### config.mk
export PLATFORM = sky130hd
export DESIGN_NAME = record_exchange_sort_top_flat
export DESIGN_NICKNAME = d
export VERILOG_FILES = /design/src/rtl/core/rxs_pkg.sv /design/src/rtl/core/rxs_if.sv /design/src/rtl/core/rxs_datapath.sv /design/src/rtl/core/rxs_controller.sv /design/src/rtl/core/record_exchange_sort_top.sv /design/src/flat_wrapper.sv
export SDC_FILE = /design/constraint.sdc
export NUM_CORES = 2
export LEC_CHECK = 0
export BUFFER_PORTS_ARGS = -buffer_cell sky130_fd_sc_hd__buf_2
export CORE_MARGIN = 2
export CORE_UTILIZATION = 32
export DETAILED_ROUTE_END_ITERATION = 10
export GPL_TIMING_DRIVEN = 0
export SLEW_MARGIN = 40
export SYNTH_ARGS = -nofsm -noshare
export SYNTH_HDL_FRONTEND = slang
export SYNTH_SLANG_ARGS = --single-unit
### constraint.sdc
create_clock -name clk -period 5.01 [get_ports clk]
set_input_delay 0.501 -clock clk [delete_from_list [all_inputs] [get_ports clk]]
set_output_delay 0.501 -clock clk [all_outputs]
set_load 0.02 [all_outputs]
### src/rtl/core/rxs_pkg.sv
package rxs_pkg;

  // Default batch capacity
  localparam int MAX_RECORDS_DEF = 64;

  // Word field widths
  localparam int KEY_W = 32;
  localparam int TAG_W = 10;

  // One stored record
  typedef struct packed {
    logic [KEY_W-1:0] key;
    logic [TAG_W-1:0] tag;
  } rec_t;

  // Source of the store write data
  typedef enum logic {
    WSEL_INPUT,
    WSEL_HELD
  } wsel_t;

  // Sequencer states
  typedef enum logic [2:0] {
    ST_LOAD,
    ST_RD_I,
    ST_LD_HELD,
    ST_CMP,
    ST_WB_I,
    ST_EM_RD,
    ST_EM_WAIT
  } state_t;

  // Commands from controller to datapath
  typedef struct packed {
    logic  wr_en;
    wsel_t wr_sel;
    logic  rd_en;
    logic  held_load;
  } cmd_t;

  // Status from datapath to controller
  typedef struct packed {
    logic out_of_order;
  } status_t;

endpackage

### src/rtl/core/rxs_if.sv
// Input channel: one record per word
interface rxs_in_if;
  import rxs_pkg::*;

  logic             valid;
  logic             ready;
  logic [KEY_W-1:0] salary_cents;
  logic [TAG_W-1:0] record_tag;
  logic             last_record;

  modport source (output valid, output salary_cents, output record_tag,
                  output last_record, input ready);
  modport sink   (input valid, input salary_cents, input record_tag,
                  input last_record, output ready);
endinterface

// Result channel: one sorted record per word
interface rxs_out_if;
  import rxs_pkg::*;

  logic             valid;
  logic             ready;
  logic [KEY_W-1:0] sorted_key;
  logic [TAG_W-1:0] sorted_tag;
  logic             final_result;
  logic             dropped;

  modport source (output valid, output sorted_key, output sorted_tag,
                  output final_result, output dropped, input ready);
  modport sink   (input valid, input sorted_key, input sorted_tag,
                  input final_result, input dropped, output ready);
endinterface

### src/rtl/core/rxs_datapath.sv
module rxs_datapath #(
  parameter int MAX_RECORDS = rxs_pkg::MAX_RECORDS_DEF,
  localparam int AW = $clog2(MAX_RECORDS)
) (
  input  logic                    clk,
  input  logic                    rst_n,
  input  logic                    cfg_we,
  input  logic                    cfg_wdata,
  input  logic [rxs_pkg::KEY_W-1:0] in_key,
  input  logic [rxs_pkg::TAG_W-1:0] in_tag,
  input  rxs_pkg::cmd_t           cmd,
  input  logic [AW-1:0]           wr_addr,
  input  logic [AW-1:0]           rd_addr,
  output rxs_pkg::status_t        status,
  output logic [rxs_pkg::KEY_W-1:0] out_key,
  output logic [rxs_pkg::TAG_W-1:0] out_tag
);
  import rxs_pkg::*;

  rec_t store_r [MAX_RECORDS];
  rec_t rdata_r;
  rec_t held_r;
  rec_t wdata;
  logic desc_r;

  // Sort direction register
  always_ff @(posedge clk) begin
    if (!rst_n) begin
      desc_r <= 1'b0;
    end else if (cfg_we) begin
      desc_r <= cfg_wdata;
    end
  end

  // Write data select
  always_comb begin
    case (cmd.wr_sel)
      WSEL_INPUT: wdata = '{key: in_key, tag: in_tag};
      WSEL_HELD:  wdata = held_r;
      default:    wdata = held_r;
    endcase
  end

  // Record store, one write and one registered read port
  always_ff @(posedge clk) begin
    if (cmd.wr_en) begin
      store_r[wr_addr] <= wdata;
    end
    if (cmd.rd_en) begin
      rdata_r <= store_r[rd_addr];
    end
  end

  // Held record at outer position i
  always_ff @(posedge clk) begin
    if (cmd.held_load) begin
      held_r <= rdata_r;
    end
  end

  // held is entry i, rdata is entry j
  assign status.out_of_order = desc_r ? (held_r.key < rdata_r.key)
                                      : (held_r.key > rdata_r.key);

  assign out_key = rdata_r.key;
  assign out_tag = rdata_r.tag;

endmodule

### src/rtl/core/rxs_controller.sv
module rxs_controller #(
  parameter int MAX_RECORDS = rxs_pkg::MAX_RECORDS_DEF,
  localparam int AW = $clog2(MAX_RECORDS)
) (
  input  logic             clk,
  input  logic             rst_n,
  input  logic             in_valid,
  input  logic             in_last,
  output logic             in_ready,
  output logic             out_valid,
  input  logic             out_ready,
  output logic             out_final,
  output logic             out_dropped,
  input  rxs_pkg::status_t status,
  output rxs_pkg::cmd_t    cmd,
  output logic [AW-1:0]    wr_addr,
  output logic [AW-1:0]    rd_addr
);
  import rxs_pkg::*;

  localparam int CW = $clog2(MAX_RECORDS + 1);
  localparam logic [CW-1:0] MAX_C = CW'(MAX_RECORDS);
  localparam logic [CW-1:0] ONE_C = CW'(1);
  localparam logic [CW-1:0] TWO_C = CW'(2);

  state_t        state_r, state_nxt;
  logic [CW-1:0] count_r, count_nxt;
  logic          ovf_r, ovf_nxt;
  logic [AW-1:0] i_r, i_nxt;
  logic [AW-1:0] j_r, j_nxt;
  logic [AW-1:0] k_r, k_nxt;

  logic          in_acc;
  logic          has_room;
  logic [CW-1:0] count_inc;
  logic [CW-1:0] last_pos;
  logic          j_last;
  logic          i_last;
  logic          k_last;

  assign in_acc    = (state_r == ST_LOAD) && in_valid;
  assign has_room  = count_r < MAX_C;
  assign count_inc = has_room ? count_r + ONE_C : count_r;
  assign last_pos  = count_r - ONE_C;
  assign j_last    = CW'(j_r) == last_pos;
  assign i_last    = (CW'(i_r) + ONE_C) == last_pos;
  assign k_last    = CW'(k_r) == last_pos;

  // State and counter registers
  always_ff @(posedge clk) begin
    if (!rst_n) begin
      state_r <= ST_LOAD;
      count_r <= '0;
      ovf_r   <= 1'b0;
      i_r     <= '0;
      j_r     <= '0;
      k_r     <= '0;
    end else begin
      state_r <= state_nxt;
      count_r <= count_nxt;
      ovf_r   <= ovf_nxt;
      i_r     <= i_nxt;
      j_r     <= j_nxt;
      k_r     <= k_nxt;
    end
  end

  // Next state
  always_comb begin
    state_nxt = state_r;
    unique case (state_r)
      ST_LOAD: begin
        if (in_acc && in_last) begin
          state_nxt = (count_inc < TWO_C) ? ST_EM_RD : ST_RD_I;
        end
      end
      ST_RD_I:    state_nxt = ST_LD_HELD;
      ST_LD_HELD: state_nxt = ST_CMP;
      ST_CMP: begin
        if (j_last) begin
          state_nxt = ST_WB_I;
        end
      end
      ST_WB_I:    state_nxt = i_last ? ST_EM_RD : ST_RD_I;
      ST_EM_RD:   state_nxt = ST_EM_WAIT;
      ST_EM_WAIT: begin
        if (out_ready) begin
          state_nxt = k_last ? ST_LOAD : ST_EM_RD;
        end
      end
      default:    state_nxt = ST_LOAD;
    endcase
  end

  // Counters: fill count, outer i, inner j, emit k
  always_comb begin
    count_nxt = count_r;
    ovf_nxt   = ovf_r;
    i_nxt     = i_r;
    j_nxt     = j_r;
    k_nxt     = k_r;
    case (state_r)
      ST_LOAD: begin
        if (in_acc) begin
          count_nxt = count_inc;
          if (!has_room) begin
            ovf_nxt = 1'b1;
          end
          if (in_last) begin
            i_nxt = '0;
            k_nxt = '0;
          end
        end
      end
      ST_LD_HELD: j_nxt = i_r + AW'(1);
      ST_CMP:     j_nxt = j_r + AW'(1);
      ST_WB_I:    i_nxt = i_r + AW'(1);
      ST_EM_WAIT: begin
        if (out_ready) begin
          if (k_last) begin
            count_nxt = '0;
            ovf_nxt   = 1'b0;
          end else begin
            k_nxt = k_r + AW'(1);
          end
        end
      end
      default: ;
    endcase
  end

  // Commands and handshake outputs
  always_comb begin
    cmd       = '{wr_en: 1'b0, wr_sel: WSEL_HELD, rd_en: 1'b0, held_load: 1'b0};
    wr_addr   = i_r;
    rd_addr   = i_r;
    in_ready  = 1'b0;
    out_valid = 1'b0;
    unique case (state_r)
      ST_LOAD: begin
        in_ready   = 1'b1;
        cmd.wr_en  = in_valid && has_room;
        cmd.wr_sel = WSEL_INPUT;
        wr_addr    = count_r[AW-1:0];
      end
      ST_RD_I: begin
        cmd.rd_en = 1'b1;
        rd_addr   = i_r;
      end
      ST_LD_HELD: begin
        cmd.held_load = 1'b1;
        cmd.rd_en     = 1'b1;
        rd_addr       = i_r + AW'(1);
      end
      ST_CMP: begin
        // swap: old held goes to j, entry j becomes held
        cmd.rd_en     = 1'b1;
        rd_addr       = j_r + AW'(1);
        cmd.wr_en     = status.out_of_order;
        cmd.held_load = status.out_of_order;
        wr_addr       = j_r;
      end
      ST_WB_I: begin
        cmd.wr_en = 1'b1;
        wr_addr   = i_r;
      end
      ST_EM_RD: begin
        cmd.rd_en = 1'b1;
        rd_addr   = k_r;
      end
      ST_EM_WAIT: out_valid = 1'b1;
      default: ;
    endcase
  end

  assign out_final   = k_last;
  assign out_dropped = ovf_r;

endmodule

### src/rtl/core/record_exchange_sort_top.sv
// Load: one record per cycle while in the load state.
// Sort: one compare per cycle on the single read port of the record store.
// Emit: each result word is read from the store, then held until the sink takes it.
// Reset (rst_n low, synchronous) clears the sequencer, fill count, drop flag
// and sort direction; the record store is not cleared.
module record_exchange_sort_top #(
  parameter int MAX_RECORDS = rxs_pkg::MAX_RECORDS_DEF
) (
  input  logic        clk,
  input  logic        rst_n,
  input  logic        cfg_we,
  input  logic        cfg_wdata,
  rxs_in_if.sink      in_bus,
  rxs_out_if.source   out_bus
);
  import rxs_pkg::*;

  localparam int AW = $clog2(MAX_RECORDS);

  cmd_t          cmd;
  status_t       status;
  logic [AW-1:0] wr_addr;
  logic [AW-1:0] rd_addr;

  rxs_controller #(.MAX_RECORDS(MAX_RECORDS)) u_ctrl (
    .clk         (clk),
    .rst_n       (rst_n),
    .in_valid    (in_bus.valid),
    .in_last     (in_bus.last_record),
    .in_ready    (in_bus.ready),
    .out_valid   (out_bus.valid),
    .out_ready   (out_bus.ready),
    .out_final   (out_bus.final_result),
    .out_dropped (out_bus.dropped),
    .status      (status),
    .cmd         (cmd),
    .wr_addr     (wr_addr),
    .rd_addr     (rd_addr)
  );

  rxs_datapath #(.MAX_RECORDS(MAX_RECORDS)) u_dp (
    .clk       (clk),
    .rst_n     (rst_n),
    .cfg_we    (cfg_we),
    .cfg_wdata (cfg_wdata),
    .in_key    (in_bus.salary_cents),
    .in_tag    (in_bus.record_tag),
    .cmd       (cmd),
    .wr_addr   (wr_addr),
    .rd_addr   (rd_addr),
    .status    (status),
    .out_key   (out_bus.sorted_key),
    .out_tag   (out_bus.sorted_tag)
  );

endmodule

### src/flat_wrapper.sv
// flat-port wrapper written by rule: the top's interface ports become plain ports
module record_exchange_sort_top_flat import rxs_pkg::*;
#(
  parameter int MAX_RECORDS = rxs_pkg::MAX_RECORDS_DEF
)
  (clk, rst_n, cfg_we, cfg_wdata, in_bus_valid, in_bus_salary_cents, in_bus_record_tag, in_bus_last_record, in_bus_ready, out_bus_valid, out_bus_sorted_key, out_bus_sorted_tag, out_bus_final_result, out_bus_dropped, out_bus_ready);
  rxs_in_if in_bus_i ();
  rxs_out_if out_bus_i ();
  input  logic clk;
  input  logic rst_n;
  input  logic cfg_we;
  input  logic cfg_wdata;
  input wire logic [$bits(in_bus_i.valid)-1:0] in_bus_valid;
  input wire logic [$bits(in_bus_i.salary_cents)-1:0] in_bus_salary_cents;
  input wire logic [$bits(in_bus_i.record_tag)-1:0] in_bus_record_tag;
  input wire logic [$bits(in_bus_i.last_record)-1:0] in_bus_last_record;
  output wire logic [$bits(in_bus_i.ready)-1:0] in_bus_ready;
  output wire logic [$bits(out_bus_i.valid)-1:0] out_bus_valid;
  output wire logic [$bits(out_bus_i.sorted_key)-1:0] out_bus_sorted_key;
  output wire logic [$bits(out_bus_i.sorted_tag)-1:0] out_bus_sorted_tag;
  output wire logic [$bits(out_bus_i.final_result)-1:0] out_bus_final_result;
  output wire logic [$bits(out_bus_i.dropped)-1:0] out_bus_dropped;
  input wire logic [$bits(out_bus_i.ready)-1:0] out_bus_ready;
  assign in_bus_i.valid = in_bus_valid;
  assign in_bus_i.salary_cents = in_bus_salary_cents;
  assign in_bus_i.record_tag = in_bus_record_tag;
  assign in_bus_i.last_record = in_bus_last_record;
  assign in_bus_ready = in_bus_i.ready;
  assign out_bus_valid = out_bus_i.valid;
  assign out_bus_sorted_key = out_bus_i.sorted_key;
  assign out_bus_sorted_tag = out_bus_i.sorted_tag;
  assign out_bus_final_result = out_bus_i.final_result;
  assign out_bus_dropped = out_bus_i.dropped;
  assign out_bus_i.ready = out_bus_ready;
  record_exchange_sort_top #(.MAX_RECORDS(MAX_RECORDS)) u_core (.clk(clk), .rst_n(rst_n), .cfg_we(cfg_we), .cfg_wdata(cfg_wdata), .in_bus(in_bus_i), .out_bus(out_bus_i));
endmodule
==> out/results.md <==
| Group | Metric | Reported |
|:---|:---|:---|
| route | Routed wirelength normalized by instance count | 29.75 um |
| timing | Final cycle utilization of the critical path | 102.7% |
| timing | Max-slew violations | 0 |
| power and ir drop | Power Density | 715.5 nW/um^2 |
| hold path | Hold wc startpoint | in_bus_salary_cents[0] |
| yosys | Synthesized-area fraction occupied by ao, oa, aoi and oai cells | 6.770% |
| power and ir drop | Total Power | 97.72 mW |
| setup path | Crit path depth | 13 |
| setup path | Reg-to-reg endpoint | u_core.u_dp.out_key[18] |
| die | Count of standard-cell rows | 218 |
| setup path | Worst reg2reg startpoint | u_core.u_ctrl.i_r[0] |
| yosys | Net count after synthesis | 8,822 |
| clock tree | H-tree depth | 5 |
| yosys | Synth cell types | 76 |
| setup path | Worst-path cell chain | buf_2 > mux2i_1 > a211o_2 > nand2_2 > buf_6 > buf_2 > clkbuf_2 > buf_16 > buf_2 > nand3_1 > a311oi_1 > a311o_1 > o32ai_4 |
| yosys | Mean Syn Cell Area | 13.01 um^2 |
| yosys | Post-Synth Simple-Gate Area | 15.54% |
| die | Die Ht | 600.1 um |
| yosys | Share of the synthesized netlist area taken by xor and xnor gates | 0.2619% |
| yosys | Leading post-synthesis cells by instance count | edfxtp_1, nand2_1, nand3_1, clkbuf_1, buf_2 |
| placement | Global placer's final weighted congestion | 1.011 |
| setup path | Count of buffering cells on the critical path with inverters included | 6 |
| yosys | Post-synth EDFFs | 2,772 |
| run | Max-cap viol count | 0 |
| yosys | Area of the mapped netlist | 113,700 um^2 |
| route | Routed via count | 80,740 |
| power and ir drop | Flop pwr share | 32.8% |
| finish | Fraction of final layout cells with drive strength greater than 1 | 17.61% |
| finish | Net count, final | 9,773 |
| timing | RSZ-0062 raised after global routing | yes |
| route | Total Wirelength | 436.7 mm |
| timing | Layout Skew | 0.09166 ns |
| timing | Setup slack of the critical path after layout | -0.1339 ns |
| setup path | Setup slack of the most critical reg-to-reg path | -0.13 ns |
| yosys | Post-synthesis sequential area ratio | 73.74% |
| yosys | Leading cell types by total area after synthesis | edfxtp_1, nand2_1, nand3_1 |
| power and ir drop | Combinational power share | 44.7% |
| grt | First-pass GRT wire length | 594.7 mm |
| die | Initial standard-cell utilization of the core | 32.19% |
| die | Number of placed I/O pins | 95 |
| route | DR pass1 iterations | 6 |
| timing | Fmax | 194.4 MHz |
| clock tree | Clock tree from TritonCTS | done |
| status | Outcome | complete, but fails checks |
| yosys | Combinational family with the most area after synthesis | simple AND/OR/NAND/NOR gates |
| timing | Final setup violating endpoints | 50 |
| placement | Placed cell area | 126,000 um^2 |
| die | Horizontal extent of the die | 600.1 um |
| clock tree | Buffer cell driving the clock tree root | clkbuf_16 |
| power and ir drop | Design internal power | 54.36 mW |
| timing | Worst-margin pin slew | 1.002 ns |
| grt | Residual overflow from global routing | 0 |
| die | Total core area | 353,200 um^2 |
| yosys | Most used standard cell by instance count after synthesis | edfxtp_1 |
| grt | Maximum number of pins on one net before global-route repair | 53 |
| setup path | Top Family by Delay on Critical Path | compound AO/OA/AOI/OAI gates |
| yosys | Library cell with the largest summed area after synthesis | edfxtp_1 |
| clock tree | Clock insertion delay at the later pin of the skew report | 0.96 ns |
| clock tree | Total number of clock tree sinks | 2,802 |
| placement | Post-DP HPWL | 329.6 mm |
| yosys | Async S/R FF share, synth | 0% |
| status | Violated checks | antenna rules, setup timing |
| route | Vias per Instance | 5.500 |
| clock tree | Clock buffers created by TritonCTS | 301 |
| grt | Total routing usage reported by global routing | 23.61% |
| hold path | Endpoint of the worst hold path | u_core.u_dp.store_r[2][10] |
| timing | Final total negative setup slack | -2.512 ns |
| setup path | Worst path required time | 5.62 ns |
| timing | Fin crit period | 5.144 ns |
| yosys | Adder-cell share of the synthesized area | 0.4072% |
| yosys | Count of warnings emitted by yosys | 0 |
| finish | Number of filler instances in the final layout | 33,000 |
| power and ir drop | Max VDD drop | 0.0006754 V |
| setup path | Class of the most critical setup path | flip-flop to flip-flop |
| finish | Sequential Area | 83,840 um^2 |
| route | Number of nets with antenna violations after routing | 1 |
| hold path | Hold Crit Class | input pin to flip-flop |
| clock tree | Clk pin slew, worst setup/hold paths | 0.06 ns |
| route | Drt first-iter violations | 12,000 |
| power and ir drop | Switching power as a share of total power | 44.37% |
| yosys | FF+latch count, synth | 2,802 |
| setup path | Crit start category | flip-flop |
| setup path | R2R cell count | 13 |
| placement | PortBufs | 94 |
| setup path | Worst endpoint data arrival time | 5.75 ns |
| grt | Vias in the first global route | 76,040 |
| setup path | Worst Setup End Kind | flip-flop |
| finish | Area of the multi-input gates | 28,620 um^2 |
| timing | Fin. Hold Viols | 0 |
| yosys | Multiplexer area fraction after synthesis | 0.6339% |
| yosys | Primary FF master, synth | edfxtp_1 |
| setup path | Most frequent CP cell | buf_2 |
| yosys | Share of Yosys cell area claimed by the top area cell type | 73.21% |
| power and ir drop | Portion of total power attributed to the clock network | 22.5% |
| timing | Headroom to the max-slew limit | 33.21% |
| setup path | Cell type of the slowest stage on the worst timing path | a311oi_1 |
| setup path | Worst path max stage delay | 0.68 ns |
| finish | Area growth from synthesis to final layout | 20.12% |
| setup path | Worst-path fanout max | 10 |
| grt | Initial antenna violation count | 56 |
| clock tree | Clock buffer depth | 4 |
| finish | Final Cell Area | 136,600 um^2 |
| route | Post-detailed-route DRC marker count | 0 |
| hold path | Min-Delay Path Depth | 3 |
| die | Floorplan die area | 360,100 um^2 |
| yosys | Post-synthesis instance total | 8,736 |
| power and ir drop | Static leakage power | 47.89 nW |
| power and ir drop | Total net switching power | 43.36 mW |
==> cells by family (layout without fill, tap and decap cells) <==
kind of cell / Yosys count / count (layout)
AND/OR/NAND/NOR: 4128 / 4128
flip-flops: 2802 / 2802
AO/OA/AOI/OAI: 994 / 994
buffers and inverters: 676 / 1867
multiplexers: 65 / 65
adder cells (fa/ha/maj): 37 / 37
XOR/XNOR: 34 / 34
other: 0 / 24
==> layout by cell type, fill, tap and decap left out, drive strengths merged, types with 14 or more instances in the layout <==
master,instances
diode,24
edfxtp,2772
and3,231
o22ai,62
o32ai,30
a31oi,118
nor3,95
a31o,60
nand2,2681
mux2i,32
a311o,42
mux2,33
buf,979
a211oi,94
nor2b,14
xnor2,22
o21ai,71
dfxtp,30
bufinv,21
ha,37
nand3,928
clkbuf,651
a32oi,25
clkinv,143
nand4,57
a311oi,256
a221oi,57
inv,57
nor2,80
a22oi,38
a21oi,60
==> state kept, by name, summed over array words and instances, names as in the netlist <==
register                   flops
u_core.u_ctrl.count_r          7
u_core.u_ctrl.i_r              6
u_core.u_ctrl.j_r              6
u_core.u_ctrl.k_r              6
u_core.u_ctrl.out_dropped      1
u_core.u_ctrl.state_r          3
u_core.u_dp.desc_r             1
u_core.u_dp.held_r            42
u_core.u_dp.out_key           32
u_core.u_dp.out_tag           10
u_core.u_dp.store_r         2688
==> how the worst max path moves through the flow <==
stage | startpoint | to
6_report | u_core.u_ctrl.i_r[0] | u_core.u_dp.out_key[18]
5_1_grt | u_core.u_ctrl.state_r[2] | u_core.u_dp.store_r[4][12]
4_1_cts | u_core.u_ctrl.i_r[0] | u_core.u_dp.out_key[1]
3_5_place_dp | u_core.u_ctrl.state_r[2] | u_core.u_dp.store_r[24][15]
3_3_place_gp | u_core.u_ctrl.state_r[0] | u_core.u_dp.store_r[52][10]
2_1_floorplan | u_core.u_dp.out_key[21] | u_core.u_dp.store_r[41][0]
==> power groups by stage <==
stage          clock network (mW)  registers (mW)  logic, mW
6_report                     22.0            32.0       43.7
4_1_cts                      22.2            32.0       42.0
3_3_place_gp                    0            33.8       37.3
3_5_place_dp                    0            32.5       41.3
5_1_grt                      23.0            32.0       44.6
2_1_floorplan                   0            32.9       17.8
==> per-stage QoR <==
stage	hold WS [ns]	setup slack [ns]	instances	util (%)
after global placement	0.4402	-6.165	13560	34.00
after floorplan	0.4829	-0.7071	8736	-
after CTS	0.02525	0.0007008	14660	38.55
after detailed placement	0.4397	-0.8755	14100	35.68
final	0.06774	-0.1339	14680	38.66
after global routing	0.07220	-0.1003	14660	38.65
==> area by class of cell <==
type	count	area share, %
Sequential cell	2802	61.39
Multi-Input combinational cell	5258	20.96
Clock buffer	352	5.718
Tap cell	4730	4.333
Timing Repair Buffer	651	3.910
Buffer	632	2.206
Clock inverter	191	1.331
Inverter	41	0.1127
Antenna cell	24	0.04398
==> worst min-delay path, cell delays in order <==
cell and delay, ns:
buf_2 0.07, nand2_1 0.08, o21ai_4 0.19
==> repair_timing <==
action | in CTS | in global routing
hold endpoints to repair | 8 | 0
pin swaps | 6 | 9
hold buffers | 4 | 0
setup buffers | 7 | 4
cloned | 0 | 0
gates resized for setup | 96 | 67
setup endpoints to repair | 948 | 204
==> routing by layer <==
metal / routed length (um) / share of wire (%) / up-vias / track usage (%)
li1: - / - / 34500 / -
met3: 51070 / 12 / 908 / 5.865
met1: 164600 / 38 / 40420 / 30.54
met4: 28100 / 6.4 / 34 / 13.20
met5: 342 / 0.078 / - / 0
met2: 192600 / 44 / 4883 / 36.24
No activity file was read; power rests on OpenSTA's default activity.
